[src/hw/rtl/lbp_3x3_pixel_stream_defines.svh]
// Assertion macros shared by the LBP 3x3 stream RTL.
// Included by lbp3_result_queue.sv and lbp_3x3_pixel_stream.sv; no other dependencies.
`ifndef LBP_3X3_PIXEL_STREAM_DEFINES_SVH
`define LBP_3X3_PIXEL_STREAM_DEFINES_SVH
`ifndef SYNTHESIS
`define LBP_ASSERT(label, clk, rst_n, prop, msg) \
    label: assert property (@(posedge clk) disable iff (!rst_n) prop) else $error(msg);
`define LBP_ASSERT_NEXT(label, clk, rst_n, ante, cons, msg) \
    label: assert property (@(posedge clk) disable iff (!rst_n) (ante) |=> (cons)) else $error(msg);
`else
`define LBP_ASSERT(label, clk, rst_n, prop, msg)
`define LBP_ASSERT_NEXT(label, clk, rst_n, ante, cons, msg)
`endif
`endif

[src/hw/rtl/lbp3_pkg.sv]
// Package for the LBP 3x3 pixel stream: sizes, register indexes, queue entry types.
// No dependencies; used by lbp3_result_queue and lbp_3x3_pixel_stream.
package lbp3_pkg;

    localparam int MAX_WIDTH   = 1024;
    localparam int MAX_HEIGHT  = 4096;
    localparam int COL_W       = $clog2(MAX_WIDTH);
    localparam int ROW_W       = $clog2(MAX_HEIGHT);
    localparam int PIX_W       = 8;
    localparam int CFG_ADDR_W  = 2;
    localparam int CFG_DATA_W  = 13;
    localparam int FWIDTH_W    = 11;
    localparam int FHEIGHT_W   = 13;
    localparam int QUEUE_DEPTH = 4;
    localparam int QPTR_W      = $clog2(QUEUE_DEPTH);
    localparam int QCNT_W      = QPTR_W + 1;
    localparam int TDATA_W     = 32;

    localparam logic [CFG_ADDR_W-1:0] REG_FRAME_WIDTH  = CFG_ADDR_W'(0);
    localparam logic [CFG_ADDR_W-1:0] REG_FRAME_HEIGHT = CFG_ADDR_W'(1);

    // reset frame size, stored as last index
    localparam logic [COL_W-1:0] RST_COL_LAST = COL_W'(639);
    localparam logic [ROW_W-1:0] RST_ROW_LAST = ROW_W'(479);

    // results caused by one pixel: optional interior one, then optional border one
    typedef struct packed {
        logic              has_int;
        logic              has_bord;
        logic [PIX_W-1:0]  lbp;
        logic [PIX_W-1:0]  pixel;
        logic [ROW_W-1:0]  row;
        logic [COL_W-1:0]  col;
    } pair_t;

    typedef struct packed {
        logic [PIX_W-1:0]  code;
        logic [ROW_W-1:0]  row;
        logic [COL_W-1:0]  col;
        logic              border;
        logic              last;
    } result_t;

endpackage

[src/hw/rtl/lbp3_result_queue.sv]
// Result queue for the LBP 3x3 stream: holds per-pixel result pairs and
// serializes them onto the output channel. Depends on lbp3_pkg and the defines header.
`include "lbp_3x3_pixel_stream_defines.svh"

module lbp3_result_queue (
    input  logic                                 aclk,
    input  logic                                 aresetn,
    input  logic                                 push,
    input  lbp3_pkg::pair_t                      push_entry,
    output logic [lbp3_pkg::QCNT_W-1:0]          count,
    output logic                                 out_valid,
    input  logic                                 out_ready,
    output lbp3_pkg::result_t                    out_result
);
    import lbp3_pkg::*;

    pair_t               mem_reg [QUEUE_DEPTH];
    logic [QPTR_W-1:0]   wr_ptr_reg, wr_ptr_next;
    logic [QPTR_W-1:0]   rd_ptr_reg, rd_ptr_next;
    logic [QCNT_W-1:0]   cnt_reg, cnt_next;
    logic                sel_reg, sel_next;
    pair_t               head;
    logic                show_int;
    logic                xfer;
    logic                pop;

    always_comb begin
        head     = mem_reg[rd_ptr_reg];
        show_int = head.has_int && !sel_reg;
        out_valid = (cnt_reg != '0);
        out_result.code   = show_int ? head.lbp : head.pixel;
        out_result.row    = show_int ? head.row - ROW_W'(1) : head.row;
        out_result.col    = show_int ? head.col - COL_W'(1) : head.col;
        out_result.border = !show_int;
        out_result.last   = !(show_int && head.has_bord);
        xfer = out_valid && out_ready;
        pop  = xfer && out_result.last;
        wr_ptr_next = push ? wr_ptr_reg + QPTR_W'(1) : wr_ptr_reg;
        rd_ptr_next = pop ? rd_ptr_reg + QPTR_W'(1) : rd_ptr_reg;
        cnt_next    = cnt_reg + QCNT_W'(push) - QCNT_W'(pop);
        if (pop) begin
            sel_next = 1'b0;
        end else if (xfer) begin
            sel_next = 1'b1;
        end else begin
            sel_next = sel_reg;
        end
    end

    assign count = cnt_reg;

    always_ff @(posedge aclk) begin
        if (push) begin
            mem_reg[wr_ptr_reg] <= push_entry;
        end
    end

    always_ff @(posedge aclk) begin
        if (!aresetn) begin
            wr_ptr_reg <= '0;
            rd_ptr_reg <= '0;
            cnt_reg    <= '0;
            sel_reg    <= 1'b0;
        end else begin
            wr_ptr_reg <= wr_ptr_next;
            rd_ptr_reg <= rd_ptr_next;
            cnt_reg    <= cnt_next;
            sel_reg    <= sel_next;
        end
    end

    `LBP_ASSERT(a_no_overflow, aclk, aresetn, push |-> (cnt_reg < QCNT_W'(QUEUE_DEPTH)), "queue overflow")
    `LBP_ASSERT(a_cnt_bound, aclk, aresetn, cnt_reg <= QCNT_W'(QUEUE_DEPTH), "queue count out of range")
    `LBP_ASSERT(a_entry_nonempty, aclk, aresetn, push |-> (push_entry.has_int || push_entry.has_bord), "empty pair pushed")
    `LBP_ASSERT(a_sel_only_pairs, aclk, aresetn, sel_reg |-> (out_valid && head.has_int && head.has_bord), "bad second-word state")

endmodule

[config.mk]
export PLATFORM = sky130hd
export DESIGN_NAME = lbp3_result_queue
export DESIGN_NICKNAME = d
export VERILOG_FILES = /design/src/hw/rtl/lbp3_pkg.sv /design/src/hw/rtl/lbp3_result_queue.sv
export VERILOG_INCLUDE_DIRS = /design/src /design/src/hw/rtl
export SDC_FILE = /design/constraint.sdc
export NUM_CORES = 1
export LEC_CHECK = 0
export BUFFER_PORTS_ARGS = -buffer_cell sky130_fd_sc_hd__clkbuf_2
export CAP_MARGIN = 20
export CORE_MARGIN = 3
export CORE_UTILIZATION = 25
export CTS_CLUSTER_DIAMETER = 100
export DETAILED_ROUTE_END_ITERATION = 8
export SLEW_MARGIN = 0
export SYNTH_ARGS = -nofsm -noshare
export SYNTH_HDL_FRONTEND = slang
export SYNTH_SLANG_ARGS = --single-unit
export TNS_END_PERCENT = 5
[constraint.sdc]
create_clock -name aclk -period 6.25 [get_ports aclk]
set_input_delay 0.9375 -clock aclk [delete_from_list [all_inputs] [get_ports aclk]]
set_output_delay 0.9375 -clock aclk [all_outputs]
set_load 0.01 [all_outputs]
== After elaboration in Yosys (flattened, before gate mapping) ==
Memories as Yosys holds them, arrays and structs flattened. A register that Yosys moved wholly into a read port is not among the register bits.
Cells that the tools add are included.
W data, S select, Z words.

* Bits in registers: 8
* Bits in writable memories: 160
* Bits of input ports: 44
* Output and inout bits: 36
* Logic and storage cells: 28
* Memories: 1

{| class="wikitable"
|+ Memories
! memory !! words !! width !! read ports !! clocked after memory_dff !! write ports !! RTL line !! text
|-
| mem_reg || 4 || 40 || 1 || 1 || 1 || lbp3_result_queue.sv:17 || <nowiki>pair_t mem_reg [QUEUE_DEPTH];</nowiki>
|}

* Add/subtract/negate cells: 6
* Multiplexer cells: 7
* Bitwise logic cells: 1
* Reduce and logical (&&, ||, !) cells: 9

{| class="wikitable"
|+ Operator list
! cell !! number
|-
| $mux W12 || 1
|-
| $sub A12 B1 Y12 const B || 1
|-
| $mux W10 || 1
|-
| $sub A10 B1 Y10 const B || 1
|-
| $mux W8 || 1
|-
| $add A2 B1 Y2 const B || 2
|-
| $logic_and A1 B1 Y1 || 4
|-
| $mux W2 || 2
|-
| $add A3 B1 Y3 || 1
|-
| $logic_not A1 Y1 || 3
|-
| $reduce_bool A3 Y1 || 1
|-
| $sub A3 B1 Y3 || 1
|-
| $mux W1 || 2
|-
| $reduce_or A2 Y1 || 1
|-
| $not A1 Y1 || 1
|}

== Depth between registers and ports, before layout ==
* Depth in word-level cells: 7
* Depth in mapped cells: 11
* Mapped depth without buffers: 10

== Worst setup path after synthesis ==
OpenSTA, ideal clock, no wires.

* Path kind: reg2out
* Start: register with a tool-made name
* End: output port out_result[20] in the netlist's numbering
* Arrival: 2082 ps
* Data required time: 5312 ps
* Setup slack: 3230 ps
* Stages on the path, launching flop included: 9
* Buffers on the path: 2
* Path through: dfxtp_1 buf_2 buf_2 mux4_2 inv_2 ha_1 nand3b_1 nor4_2 xor2_1

{| class="wikitable"
|+ RTL lines
! what !! RTL line !! text
|-
| end, declared || lbp3_result_queue.sv:13 || <nowiki>output lbp3_pkg::result_t out_result</nowiki>
|}

==> qor.yml <==
yosysWarnings: 0
grt_pass1_vias: 3795
yosysMostFrequentCell: "edfxtp_1"
ys_ff_latch: 170
synth-edff-count: 160
layout-drive-gt1-share: 0.308
multi_input_area_um2: 1700
clock_latency_ps: 420
status: "finished, final reports clean"
clkPwrFrac: 0.318
syn_to_final_growth_pct: 21.1
ff2ff_path_depth: 10
htree_levels: 4
drt_iter0_markers: 207
first_pass_iters: 4
cts_hold_buffers: 0
hpwl_mm: 9.25
power_mw: 3.26
gp_congestion: 0.733
final_net_count: 520
dieArea_um2: 29300
wl_per_cell_um: 17.0
syn_inst: 377
fin_crit_ps: 4350
worstPathMaxFanout: 32
p_seq_frac: 0.424
hold_slack_ps: 560
power.leakage_nw: 2.87
hold_depth: 2
synth_xor_area_frac: 0.0295
clk_pin_slew_ps: 70
drc: 0
tightest_slew_ps: 968
internal_power_mw: 2.28
pwr_density_cell_nw_per_um2: 394
clock_path_buffers: 2
numCtsBuffers: 17
num_vias: 3534
yosys-top-cells-count: "160 x edfxtp_1, 29 x mux2i_1, 24 x nand2_1"
drt-vias-per-instance: 4.33
drv_slew: 0
finalCritPeriodShare: 0.696
post-route-util: 0.313
postCtsResizedCells: 0
yosys_most_used_dff: "edfxtp_1"
seqCellArea_um2: 5010
avgSynthCellArea_um2: 18.1
arrival_ps: 3420
synth_compound_area_frac: 0.0304
synth.area.top_cells: "edfxtp_1 70%, mux4_2 7.3%, mux2i_1 4.3%"
cts.sink_count: 170
netlist.area_leader.share: 0.704
ir_drop_mv: 0.171
rsz0062_at_grt: "no"
path_class: "reg2out"
core_area_um2: 26400
grt_use_total: 0.0991
switching_share: 0.299
post-synth-top-area-cell: "edfxtp_1"
antenna_left: 0
yosysUniqueCellTypes: 38
antenna_found_initial: 5
die_w_um: 171
grt_max_degree: 41
synth_mux_area_frac: 0.117
syn-num-nets: 430
max_freq_mhz: 230
cap_viol_max_count: 0
worstSetupEndpointType: "primary output"
pwr-share-comb: 0.258
yosysSeqAreaShare: 0.733
largest_register_ffs: 160
die_h_um: 171
wirelength_mm: 13.9
cts_root_buffer: "clkbuf_16"
fin_skew_ps: 9.19
cts_setup_buffers: 0
yosys.area_share.simple: 0.0544
slew_headroom: 0.355
setup_violations: 0
r2r_slack_ps: 2780
grt-ovfl-total: 0
synth-async-reset-ratio: 0
fillCellCount: 2578
start_util: 0.258
cts_tree: "built"
ios: 80
cp-start-kind: "register"
final.setup.tns_ps: 0
grt_pass1_wl_mm: 21.6
required_ps: 5310
hold_viol_final: 0
hold_path_class: "reg2reg"
synth_area_um2: 6830
rows: 59
synth_fa_ha_area_frac: 0.0176
io_buffers: 79
synth_top_family_by_area: "multiplexers"
p_sw_mw: 0.974
## cells in the final DEF (no fill, tap or decap), drive strengths merged, types with 10 or more instances in the layout
cell type and instances:
clkbuf 97, dfxtp 10, mux2i 29, xor2 13
inv 17, nor2 15, and2 13, nand2 24
edfxtp 160, xnor2 10, mux4 22
## stage by stage
step	instance area [um^2]	std cells	worst slack, ps
after floorplan	6830	377	3230
after global routing	8260	816	1460
after detailed placement	7630	781	2240
after CTS	8220	813	1770
final	8260	816	1900
after global placement	7590	779	2270
## layer usage
metal	vias up	share of wire	routed length, um	global-route usage
li1	1651	-	-	-
met1	1772	0.42	5850	0.118
met2	79	0.49	6820	0.163
met3	24	0.067	929	0.0416
met4	8	0.016	224	0.0329
met5	-	0.0044	61	0
## path summary, 6_finish.rpt
path	startpoint	endpoint
worst max-delay path	register	out_result[29]
worst min-delay path	sel_reg	sel_reg
worst max register to register	register	count[2]
worst min register to register	sel_reg	sel_reg
## critical path, stage by stage (launching register included)
cell and delay [ps]:
dfxtp_2 950, nand2b_1 210, o22ai_4 430, buf_4 510
nand2_1 100, a32o_1 270, a221oi_1 280, clkbuf_2 200
## kinds of logic (layout without fill, tap and decap cells)
group                    count (synthesis)  after routing
AND/OR/NAND/NOR                         73             73
adder cells (fa/ha/maj)                  9              9
XOR/XNOR                                23             23
multiplexers                            52             52
AO/OA/AOI/OAI                           23             23
other                                    0              1
flip-flops                             170            170
buffers and inverters                   27            130
## power by group through the flow
stage | logic (mW) | registers, mW | clock network (mW)
after floorplan | 0.607 | 1.36 | 0
final | 0.841 | 1.38 | 1.04
after detailed placement | 0.856 | 1.41 | 0
after global placement | 0.837 | 1.41 | 0
after global routing | 0.925 | 1.40 | 1.12
after CTS | 0.858 | 1.39 | 1.06
## final cells by class
cell class,count,area share
flip-flops and latches,170,0.606
multi-input cells,180,0.206
repair buffers,85,0.0593
clock buffers,18,0.0519
well taps,335,0.0507
clock inverters,14,0.0200
inverters,13,0.00590
diodes,1,0.000303
No activity file was read; power rests on OpenSTA's default activity.
